File: src/design/fsbs_pkg.sv
// ----------------------------------------------------------------------------
// fsbs_pkg
// Shared types, constants and the control program of the step scheduler.
// ----------------------------------------------------------------------------
package fsbs_pkg;

    // Datapath widths.
    localparam int unsigned TIME_W  = 63;
    localparam int unsigned LAST_W  = 64;
    localparam int unsigned STEP_W  = 32;
    localparam int unsigned POOL_W  = 16;
    localparam int unsigned IDX_W   = 2;
    localparam int unsigned CFG_W   = 32;
    localparam int unsigned S_DATA_W = 128;
    localparam int unsigned M_DATA_W = 80;
    localparam int unsigned CNT_W   = 6;
    localparam int unsigned PC_W    = 5;

    // Configuration register indexes.
    localparam logic [IDX_W-1:0] REG_FIXED_STEP = 2'd0;
    localparam logic [IDX_W-1:0] REG_MAX_POOL   = 2'd1;
    localparam logic [IDX_W-1:0] REG_REFILL     = 2'd2;

    // Register reset values.
    localparam logic [STEP_W-1:0] RST_FIXED_STEP = 32'd16666;
    localparam logic [POOL_W-1:0] RST_MAX_POOL   = 16'd32;
    localparam logic [POOL_W-1:0] RST_REFILL     = 16'd4;

    // Input word kinds carried on tuser.
    localparam logic FUNC_QUERY   = 1'b0;
    localparam logic FUNC_ADVANCE = 1'b1;

    // Datapath action of one control word.
    typedef enum logic [3:0] {
        ACT_NONE,
        ACT_LOAD,
        ACT_FIRST,
        ACT_SUB,
        ACT_AMOUNT,
        ACT_DIV_STEP,
        ACT_DIV_POOL,
        ACT_DIV_USED,
        ACT_CAP_COUNT,
        ACT_CAP_USED,
        ACT_EMPTY,
        ACT_POOL,
        ACT_ZERO,
        ACT_ADV,
        ACT_EMIT
    } act_t;

    // Jump condition of one control word; the jump is taken when it holds.
    typedef enum logic [3:0] {
        CND_NEXT,
        CND_JUMP,
        CND_NOT_ACCEPT,
        CND_FUNC,
        CND_NOT_DUE,
        CND_DIV_BUSY,
        CND_CNT_LE_POOL,
        CND_POOL_ZERO,
        CND_OUT_BUSY
    } cond_t;

    typedef struct packed {
        act_t             act;
        cond_t            cond;
        logic [PC_W-1:0]  target;
    } uword_t;

    // Status flags that the datapath hands to the sequencer.
    typedef struct packed {
        logic accept;
        logic func;
        logic not_due;
        logic div_busy;
        logic cnt_le_pool;
        logic pool_zero;
        logic out_busy;
    } flags_t;

    // Program addresses.
    localparam logic [PC_W-1:0] A_WAIT      = 5'd0;
    localparam logic [PC_W-1:0] A_KIND      = 5'd1;
    localparam logic [PC_W-1:0] A_FIRST     = 5'd2;
    localparam logic [PC_W-1:0] A_SUB       = 5'd3;
    localparam logic [PC_W-1:0] A_DUE       = 5'd4;
    localparam logic [PC_W-1:0] A_AMOUNT    = 5'd5;
    localparam logic [PC_W-1:0] A_DIV1      = 5'd6;
    localparam logic [PC_W-1:0] A_WAIT1     = 5'd7;
    localparam logic [PC_W-1:0] A_CHK_POOL  = 5'd8;
    localparam logic [PC_W-1:0] A_CHK_ZERO  = 5'd9;
    localparam logic [PC_W-1:0] A_DIV2      = 5'd10;
    localparam logic [PC_W-1:0] A_WAIT2     = 5'd11;
    localparam logic [PC_W-1:0] A_DIV3      = 5'd12;
    localparam logic [PC_W-1:0] A_WAIT3     = 5'd13;
    localparam logic [PC_W-1:0] A_POOL      = 5'd14;
    localparam logic [PC_W-1:0] A_EMIT      = 5'd15;
    localparam logic [PC_W-1:0] A_RETURN    = 5'd16;
    localparam logic [PC_W-1:0] A_EMPTY     = 5'd17;
    localparam logic [PC_W-1:0] A_ADV       = 5'd18;
    localparam logic [PC_W-1:0] A_ZERO      = 5'd19;

    // Control store: one word per program step.
    function automatic uword_t rom_word(input logic [PC_W-1:0] pc);
        uword_t w;
        w = '{act: ACT_NONE, cond: CND_JUMP, target: A_WAIT};
        case (pc)
            A_WAIT:     w = '{act: ACT_LOAD,      cond: CND_NOT_ACCEPT,  target: A_WAIT};
            A_KIND:     w = '{act: ACT_NONE,      cond: CND_FUNC,        target: A_ADV};
            A_FIRST:    w = '{act: ACT_FIRST,     cond: CND_NEXT,        target: A_WAIT};
            A_SUB:      w = '{act: ACT_SUB,       cond: CND_NEXT,        target: A_WAIT};
            A_DUE:      w = '{act: ACT_NONE,      cond: CND_NOT_DUE,     target: A_ZERO};
            A_AMOUNT:   w = '{act: ACT_AMOUNT,    cond: CND_NEXT,        target: A_WAIT};
            A_DIV1:     w = '{act: ACT_DIV_STEP,  cond: CND_NEXT,        target: A_WAIT};
            A_WAIT1:    w = '{act: ACT_CAP_COUNT, cond: CND_DIV_BUSY,    target: A_WAIT1};
            A_CHK_POOL: w = '{act: ACT_NONE,      cond: CND_CNT_LE_POOL, target: A_POOL};
            A_CHK_ZERO: w = '{act: ACT_NONE,      cond: CND_POOL_ZERO,   target: A_EMPTY};
            A_DIV2:     w = '{act: ACT_DIV_POOL,  cond: CND_NEXT,        target: A_WAIT};
            A_WAIT2:    w = '{act: ACT_CAP_USED,  cond: CND_DIV_BUSY,    target: A_WAIT2};
            A_DIV3:     w = '{act: ACT_DIV_USED,  cond: CND_NEXT,        target: A_WAIT};
            A_WAIT3:    w = '{act: ACT_CAP_COUNT, cond: CND_DIV_BUSY,    target: A_WAIT3};
            A_POOL:     w = '{act: ACT_POOL,      cond: CND_NEXT,        target: A_WAIT};
            A_EMIT:     w = '{act: ACT_EMIT,      cond: CND_OUT_BUSY,    target: A_EMIT};
            A_RETURN:   w = '{act: ACT_NONE,      cond: CND_JUMP,        target: A_WAIT};
            A_EMPTY:    w = '{act: ACT_EMPTY,     cond: CND_JUMP,        target: A_POOL};
            A_ADV:      w = '{act: ACT_ADV,       cond: CND_JUMP,        target: A_ZERO};
            A_ZERO:     w = '{act: ACT_ZERO,      cond: CND_JUMP,        target: A_EMIT};
            default:    w = '{act: ACT_NONE,      cond: CND_JUMP,        target: A_WAIT};
        endcase
        return w;
    endfunction

endpackage

File: src/design/fsbs_div.sv
// ----------------------------------------------------------------------------
// fsbs_div
// Serial restoring divider that returns the quotient rounded up.
// ----------------------------------------------------------------------------
module fsbs_div
    import fsbs_pkg::*;
(
    input  logic              aclk,
    input  logic              aresetn,
    input  logic              start,
    input  logic [TIME_W-1:0] dividend,
    input  logic [TIME_W-1:0] divisor,
    output logic              done,
    output logic [TIME_W-1:0] quotient
);

    localparam logic [CNT_W-1:0] LAST_BIT = CNT_W'(TIME_W - 1);

    logic [TIME_W-1:0] q_reg, q_next;
    logic [TIME_W-1:0] rem_reg, rem_next;
    logic [TIME_W-1:0] den_reg;
    logic [CNT_W-1:0]  cnt_reg, cnt_next;
    logic              busy_reg, busy_next;
    logic              round_reg, round_next;
    logic              done_reg, done_next;
    logic [TIME_W:0]   trial;
    logic [TIME_W:0]   diff;

    // One quotient bit per cycle: shift in the next dividend bit and try a subtract.
    always_comb begin
        trial = {rem_reg, q_reg[TIME_W-1]};
        diff  = trial - {1'b0, den_reg};
    end

    // Sequencing of the iterations and the final round-up cycle.
    always_comb begin
        q_next     = q_reg;
        rem_next   = rem_reg;
        cnt_next   = cnt_reg;
        busy_next  = busy_reg;
        round_next = round_reg;
        done_next  = done_reg;
        if (start) begin
            q_next     = dividend;
            rem_next   = '0;
            cnt_next   = LAST_BIT;
            busy_next  = 1'b1;
            round_next = 1'b0;
            done_next  = 1'b0;
        end else if (busy_reg) begin
            if (!diff[TIME_W]) begin
                rem_next = diff[TIME_W-1:0];
                q_next   = {q_reg[TIME_W-2:0], 1'b1};
            end else begin
                rem_next = trial[TIME_W-1:0];
                q_next   = {q_reg[TIME_W-2:0], 1'b0};
            end
            cnt_next = cnt_reg - 1'b1;
            if (cnt_reg == '0) begin
                busy_next  = 1'b0;
                round_next = 1'b1;
            end
        end else if (round_reg) begin
            q_next     = q_reg + TIME_W'(rem_reg != '0);
            round_next = 1'b0;
            done_next  = 1'b1;
        end
    end

    always_ff @(posedge aclk) begin
        if (!aresetn) begin
            busy_reg  <= 1'b0;
            round_reg <= 1'b0;
            done_reg  <= 1'b0;
        end else begin
            busy_reg  <= busy_next;
            round_reg <= round_next;
            done_reg  <= done_next;
        end
    end

    // Operand and result registers.
    always_ff @(posedge aclk) begin
        q_reg   <= q_next;
        rem_reg <= rem_next;
        cnt_reg <= cnt_next;
        if (start) begin
            den_reg <= divisor;
        end
    end

    assign done     = done_reg;
    assign quotient = q_reg;

endmodule

File: src/design/fsbs_seq.sv
// ----------------------------------------------------------------------------
// fsbs_seq
// Step counter and control store that run the scheduler program.
// ----------------------------------------------------------------------------
module fsbs_seq
    import fsbs_pkg::*;
(
    input  logic   aclk,
    input  logic   aresetn,
    input  flags_t flags,
    output act_t   act
);

    logic [PC_W-1:0] pc_reg, pc_next;
    uword_t          uw;
    logic            take;

    // Fetch the control word of the current step.
    always_comb begin
        uw = rom_word(pc_reg);
    end

    // Evaluate the jump condition.
    always_comb begin
        case (uw.cond)
            CND_NEXT:        take = 1'b0;
            CND_JUMP:        take = 1'b1;
            CND_NOT_ACCEPT:  take = !flags.accept;
            CND_FUNC:        take = flags.func;
            CND_NOT_DUE:     take = flags.not_due;
            CND_DIV_BUSY:    take = flags.div_busy;
            CND_CNT_LE_POOL: take = flags.cnt_le_pool;
            CND_POOL_ZERO:   take = flags.pool_zero;
            CND_OUT_BUSY:    take = flags.out_busy;
            default:         take = 1'b1;
        endcase
        pc_next = take ? uw.target : pc_reg + 1'b1;
    end

    always_ff @(posedge aclk) begin
        if (!aresetn) begin
            pc_reg <= A_WAIT;
        end else begin
            pc_reg <= pc_next;
        end
    end

    assign act = uw.act;

endmodule

File: src/design/fixed_step_budget_scheduler.sv
// ----------------------------------------------------------------------------
// fixed_step_budget_scheduler
// Fixed-timestep scheduler with an iteration pool, run by a microprogram.
// ----------------------------------------------------------------------------
// Channel   Dir  Handshake              Contents
// s_        in   s_tvalid / s_tready    tuser: func; tdata: time_now_us, advance_us
// m_        out  m_tvalid / m_tready    tdata: iterations, step_us
// cfg_      in   cfg_valid / cfg_ready  cfg_index, cfg_data (always ready)
//
// An advance word and a query that is not due run no division. A due query
// runs one serial division, and a query whose count exceeds a non-empty pool
// runs three of them, all on the shared serial divider.
// Reset is synchronous and active low; no clearing pass is needed.
// A result waits in the output register; the next word is taken meanwhile,
// and its result waits at the emit step until the register is free.
// ----------------------------------------------------------------------------
module fixed_step_budget_scheduler
    import fsbs_pkg::*;
(
    input  logic                 aclk,
    input  logic                 aresetn,
    // Input words.
    input  logic                 s_tvalid,
    output logic                 s_tready,
    input  logic [S_DATA_W-1:0]  s_tdata,   // [62:0] time_now_us, [125:63] advance_us
    input  logic                 s_tuser,   // [0] func
    // Result words.
    output logic                 m_tvalid,
    input  logic                 m_tready,
    output logic [M_DATA_W-1:0]  m_tdata,   // [15:0] iterations, [78:16] step_us
    // Configuration writes.
    input  logic                 cfg_valid,
    output logic                 cfg_ready,
    input  logic [IDX_W-1:0]     cfg_index,
    input  logic [CFG_W-1:0]     cfg_data
);

    act_t              act;
    flags_t            flags;

    logic [STEP_W-1:0] fixed_step_reg;
    logic [POOL_W-1:0] max_pool_reg;
    logic [POOL_W-1:0] refill_reg;

    logic [LAST_W-1:0] last_reg;
    logic              first_reg;
    logic [POOL_W-1:0] pool_reg;

    logic              func_reg;
    logic [TIME_W-1:0] now_reg;
    logic [TIME_W-1:0] adv_reg;
    logic [TIME_W-1:0] elapsed_reg;
    logic              behind_reg;
    logic [TIME_W-1:0] amount_reg;
    logic [TIME_W-1:0] count_reg;
    logic [TIME_W-1:0] used_reg;
    logic [POOL_W-1:0] res_iter_reg;
    logic [TIME_W-1:0] res_step_reg;

    logic              m_tvalid_reg;
    logic [M_DATA_W-1:0] m_tdata_reg;

    logic              accept;
    logic              out_busy;
    logic [TIME_W-1:0] step_w;
    logic [LAST_W:0]   diff;
    logic [POOL_W:0]   pool_sum;
    logic              div_start;
    logic [TIME_W-1:0] div_b;
    logic              div_done;
    logic [TIME_W-1:0] div_q;

    // Sequencer.
    fsbs_seq u_seq (
        .aclk    (aclk),
        .aresetn (aresetn),
        .flags   (flags),
        .act     (act)
    );

    // Shared round-up divider; the dividend is always the amount.
    fsbs_div u_div (
        .aclk     (aclk),
        .aresetn  (aresetn),
        .start    (div_start),
        .dividend (amount_reg),
        .divisor  (div_b),
        .done     (div_done),
        .quotient (div_q)
    );

    // Handshakes.
    assign s_tready  = (act == ACT_LOAD);
    assign accept    = s_tvalid && s_tready;
    assign out_busy  = m_tvalid_reg && !m_tready;
    assign cfg_ready = 1'b1;
    assign m_tvalid  = m_tvalid_reg;
    assign m_tdata   = m_tdata_reg;

    // A zero step register acts as a step of one microsecond.
    always_comb begin
        step_w = (fixed_step_reg == '0) ? TIME_W'(1) : TIME_W'(fixed_step_reg);
        diff   = {2'b00, now_reg} - {1'b0, last_reg};
    end

    // Divider operand and start.
    always_comb begin
        div_start = 1'b0;
        div_b     = step_w;
        case (act)
            ACT_DIV_STEP: begin
                div_start = 1'b1;
                div_b     = step_w;
            end
            ACT_DIV_POOL: begin
                div_start = 1'b1;
                div_b     = TIME_W'(pool_reg);
            end
            ACT_DIV_USED: begin
                div_start = 1'b1;
                div_b     = used_reg;
            end
            default: begin
                div_start = 1'b0;
                div_b     = step_w;
            end
        endcase
    end

    // Pool after a due query; the count never exceeds the pool here.
    always_comb begin
        pool_sum = {1'b0, pool_reg} - {1'b0, count_reg[POOL_W-1:0]} + {1'b0, refill_reg};
    end

    // Status flags for the sequencer.
    always_comb begin
        flags.accept      = accept;
        flags.func        = (func_reg == FUNC_ADVANCE);
        flags.not_due     = behind_reg || (elapsed_reg < step_w);
        flags.div_busy    = !div_done;
        flags.cnt_le_pool = (count_reg <= TIME_W'(pool_reg));
        flags.pool_zero   = (pool_reg == '0);
        flags.out_busy    = out_busy;
    end

    // Configuration registers.
    always_ff @(posedge aclk) begin
        if (!aresetn) begin
            fixed_step_reg <= RST_FIXED_STEP;
            max_pool_reg   <= RST_MAX_POOL;
            refill_reg     <= RST_REFILL;
        end else if (cfg_valid && cfg_ready) begin
            case (cfg_index)
                REG_FIXED_STEP: fixed_step_reg <= cfg_data;
                REG_MAX_POOL:   max_pool_reg   <= cfg_data[POOL_W-1:0];
                REG_REFILL:     refill_reg     <= cfg_data[POOL_W-1:0];
                default:        ;
            endcase
        end
    end

    // Scheduler state: last update time, first-query mark and pool.
    always_ff @(posedge aclk) begin
        if (!aresetn) begin
            last_reg  <= '0;
            first_reg <= 1'b1;
            pool_reg  <= RST_MAX_POOL;
        end else begin
            case (act)
                ACT_FIRST: begin
                    if (first_reg) begin
                        last_reg  <= {1'b0, now_reg};
                        first_reg <= 1'b0;
                    end
                end
                ACT_ADV: begin
                    last_reg <= last_reg + {1'b0, adv_reg};
                end
                ACT_POOL: begin
                    pool_reg <= (pool_sum < {1'b0, max_pool_reg}) ?
                                pool_sum[POOL_W-1:0] : max_pool_reg;
                end
                default: ;
            endcase
        end
    end

    // Working registers of the datapath.
    always_ff @(posedge aclk) begin
        case (act)
            ACT_LOAD: begin
                if (accept) begin
                    func_reg <= s_tuser;
                    now_reg  <= s_tdata[TIME_W-1:0];
                    adv_reg  <= s_tdata[2*TIME_W-1:TIME_W];
                end
            end
            ACT_SUB: begin
                elapsed_reg <= diff[TIME_W-1:0];
                behind_reg  <= diff[LAST_W];
            end
            ACT_AMOUNT: begin
                amount_reg <= (elapsed_reg > step_w) ? elapsed_reg : step_w;
            end
            ACT_DIV_STEP: begin
                used_reg <= step_w;
            end
            ACT_CAP_COUNT: begin
                if (div_done) begin
                    count_reg <= div_q;
                end
            end
            ACT_CAP_USED: begin
                if (div_done) begin
                    used_reg <= div_q;
                end
            end
            ACT_EMPTY: begin
                count_reg <= '0;
                used_reg  <= '0;
            end
            ACT_POOL: begin
                res_iter_reg <= count_reg[POOL_W-1:0];
                res_step_reg <= used_reg;
            end
            ACT_ZERO: begin
                res_iter_reg <= '0;
                res_step_reg <= '0;
            end
            default: ;
        endcase
    end

    // Output register.
    always_ff @(posedge aclk) begin
        if (!aresetn) begin
            m_tvalid_reg <= 1'b0;
        end else if (act == ACT_EMIT && !out_busy) begin
            m_tvalid_reg <= 1'b1;
        end else if (m_tready) begin
            m_tvalid_reg <= 1'b0;
        end
    end

    always_ff @(posedge aclk) begin
        if (act == ACT_EMIT && !out_busy) begin
            m_tdata_reg <= {1'b0, res_step_reg, res_iter_reg};
        end
    end

endmodule

File: config.mk
export PLATFORM = sky130hd
export DESIGN_NAME = fixed_step_budget_scheduler
export DESIGN_NICKNAME = d
export VERILOG_FILES = /design/src/design/fsbs_pkg.sv /design/src/design/fsbs_div.sv /design/src/design/fsbs_seq.sv /design/src/design/fixed_step_budget_scheduler.sv
export SDC_FILE = /design/constraint.sdc
export NUM_CORES = 2
export LEC_CHECK = 0
export ABC_AREA = 0
export BUFFER_PORTS_ARGS = -buffer_cell sky130_fd_sc_hd__buf_2
export CORE_MARGIN = 1.5
export CORE_UTILIZATION = 55
export CTS_CLUSTER_SIZE = 14
export DETAILED_ROUTE_END_ITERATION = 8
export MAX_ROUTING_LAYER = met4
export PLACE_DENSITY = 0.73
export REMOVE_ABC_BUFFERS = 1
export SYNTH_ARGS = -nofsm -noshare
export SYNTH_HDL_FRONTEND = slang
export SYNTH_SLANG_ARGS = --single-unit
File: constraint.sdc
create_clock -name aclk -period 17.15 [get_ports aclk]
set_input_delay 2.5725 -clock aclk [delete_from_list [all_inputs] [get_ports aclk]]
set_output_delay 2.5725 -clock aclk [all_outputs]
set_load 0.05 [all_outputs]
==> impl_metrics.toml <==
[cts]
cts_root_buffer = "clkbuf_16"
clock-sinks = 900
cts_hold_buf = 0
cts_resized = 0
clk_path_buf_depth = 3
cts_inserted_buffers = 95
htree_num_levels = 3
cts_setup_buffers = 0
clk_pin_slew_ns = 0.06
cts_tree = "done"
insertion_delay_ns = 0.68

[sta]
final.setup.tns_ns = 0
drv_slew = 0
hold_viol = 0
slew_headroom = 0.2491
max_freq_mhz = 185.3
rsz0062_at_grt = "false"
finClkSkew_ns = 0.03888
min_period_over_period = 0.3147
setup_violations = 0
worst_slew_pin_slew_ns = 1.119
min_period_ns = 5.397

[synth]
synth_most_common_cell = "edfxtp_1"
syn_inst = 4779
yosysUniqueCellTypes = 86
async_flop_share = 0
ys.warnings.count = 0
synth_top_area_share = 0.4064
synth-seq-cells = 900
synth.avg_cell_area_um2 = 10.27
netlist_top_cells_count = "664 x edfxtp_1, 465 x a21oi_1, 418 x nand2_1"
synth_top_area_cell = "edfxtp_1"
yosysSeqAreaShare = 0.5027
synthFlopType = "edfxtp_1"
synth.cell_area_um2 = 49060
synthTopCellsByArea = "edfxtp_1 41%, dfxtp_1 9.6%, ha_1 7.2%, a21oi_1 4.7%, nand2_1 3.2%"
synth_edf_count = 664

[routing]
viasPerCell = 5.903
drtAntennaViolNets = 0
vias = 36290
routedWlPerCell_um = 19.81
drt_iter0_drc = 3303
drtPass1Iterations = 7
drc = 0
drt_wl_total_um = 121800

[pwr]
internal-power_mw = 4.924
p_sw_frac = 0.3368
pwr-share-clk = 0.290
seqPwrFrac = 0.397
leakage_nw = 20.93
switchingPower_mw = 2.500
ir_worst_vdd_v = 0.0001159
power_density_nw_per_um2 = 136.5
p_comb_frac = 0.312
power_mw = 7.424

[min_path]
hold_class = "reg -> reg"
min-delay-start = "res_iter_reg[12]"

[die]
start_util = 0.5551
die_area_um2 = 91000
die_w_um = 301.7
coreArea_um2 = 88370
floorplan.rows = 109
die_h_um = 301.7
pin_count = 251

[cells_and_area]
fin_cells = 6147
final_util = 0.6155
fillers = 7291
drive_gt1_frac = 0.1045
area_growth_pct = 10.87
final_area_um2 = 54390
largest_register_ffs = 79
nets = 5362

[place]
placed_cell_area_um2 = 51090
place_inst = 5962
place.gp.congestion = 0.9463
dp_hpwl_um = 88640
port_buffers = 246

[critical_path]
worst_setup_path_end_kind = "register"
r2r_cells = 17
ff2ff_setup_slack_ns = 11.75
critical_path_class = "reg -> reg"
worstPathArrival_ns = 5.92
crit_start = "fixed_step_reg[15]"
cp-start-kind = "register"
r2r-start = "fixed_step_reg[15]"
crit_fanout = 14
crit_end = "u_seq.uw[9]"
r2r-end = "u_seq.uw[9]"
cp.required_ns = 17.68

[global_route]
grt_pass1_vias = 33740
grt_max_degree = 130
grt_pass1_wl_um = 188400
grt_overflow = 0
grt.total_usage = 0.2716
antenna_found_initial = 9

[status]
outcome = "completed"

[job]
maxCapViolCount = 0
==> power groups by stage <==
stage | Clock (mW) | Sequential, mW | Combinational (mW)
2_1_floorplan | 0 | 2.90 | 1.81
3_3_place_gp | 0 | 2.98 | 2.26
3_5_place_dp | 0 | 2.99 | 2.28
4_1_cts | 2.19 | 2.94 | 2.30
5_1_grt | 2.28 | 2.97 | 2.58
6_report | 2.16 | 2.95 | 2.32
==> worst max-delay path, cell delays in order (launching register included) <==
cell	delay, ns
dfxtp_1	0.42
nor4_1	0.37
nand4_1	0.22
o21bai_1	0.48
ha_1	0.25
nor2b_1	0.05
o21ai_0	0.14
a21oi_1	0.09
o31a_1	0.25
o21ai_0	0.22
o211ai_1	0.22
o21ai_1	0.93
mux2i_1	0.21
nor2_1	0.38
inv_1	0.24
ha_1	0.44
mux2i_1	0.21
o211ai_1	0.12
==> how the worst min path moves through the flow <==
stage | cells past startpoint | end | slack [ns]
after floorplan | 0 | m_tdata[0] | 0.40
after global placement | 0 | m_tdata[49] | 0.40
after detailed placement | 0 | m_tdata[0] | 0.40
after CTS | 0 | m_tdata[12] | 0.42
after global routing | 0 | m_tdata[13] | 0.42
final | 0 | m_tdata[12] | 0.42
==> final cells by class <==
type | instances | area (um2) | area share
Multi-Input combinational cell | 3303 | 22300 | 0.4100
Inverter | 315 | 1189 | 0.02185
Clock inverter | 47 | 604.3 | 0.01111
Tap cell | 1165 | 1458 | 0.02680
Timing Repair Buffer | 279 | 1479 | 0.02719
Clock buffer | 130 | 2675 | 0.04918
Sequential cell | 900 | 24670 | 0.4535
Antenna cell | 8 | 20.02 | 0.0003681
==> stage by stage <==
stage | setup WS, ns | hold slack [ns]
2_1_floorplan | 8.500 | 0.4003
3_3_place_gp | 11.25 | 0.4018
3_5_place_dp | 11.21 | 0.4045
4_1_cts | 11.75 | 0.4161
5_1_grt | 11.36 | 0.4240
6_report | 11.75 | 0.4162
==> logic make-up (layout without fill, tap and decap cells) <==
| kind of cell | Yosys count | count (layout) | synth area share |
|---|---|---|---|
| buf+inv | 576 | 771 | 0.04504 |
| fa+ha+maj | 300 | 300 | 0.07942 |
| mux | 136 | 136 | 0.02872 |
| simple gates | 1352 | 1352 | 0.1380 |
| xor+xnor | 199 | 199 | 0.03568 |
| compound gates | 1314 | 1314 | 0.1703 |
| flops | 900 | 900 | 0.5027 |
| other cells | 2 | 10 | 0.0001531 |
==> cell usage in the layout, fill, tap and decap left out, types with 16 or more instances in the layout <==
master / instances
a211oi_1: 28
a21o_1: 164
a21oi_1: 465
a221o_1: 23
a22o_1: 53
a22oi_1: 34
a31oi_1: 41
and2_1: 80
and3_1: 33
and4_1: 16
buf_2: 246
buf_4: 33
clkbuf_1: 24
clkbuf_16: 100
dfxtp_1: 235
edfxtp_1: 664
fa_1: 19
ha_1: 281
inv_1: 311
mux2_2: 38
mux2i_1: 98
nand2_1: 418
nand2b_1: 40
nand3_1: 102
nand4_1: 71
nor2_1: 210
nor2b_1: 167
nor3_1: 74
nor4_1: 53
o211ai_1: 45
o21a_1: 34
o21ai_0: 221
o21bai_1: 29
o22ai_1: 18
o31ai_1: 39
xnor2_1: 123
xor2_1: 75
==> layer usage <==
layer | vias up | part of all wire | GRT usage
met3 | 194 | 0.067 | 0.03624
li1 | 17710 | - | -
met4 | 0 | 0.029 | 0.08726
met1 | 17150 | 0.46 | 0.3803
met5 | - | 0 | -
met2 | 1226 | 0.45 | 0.4098
Power figures use the tool's default switching activity.
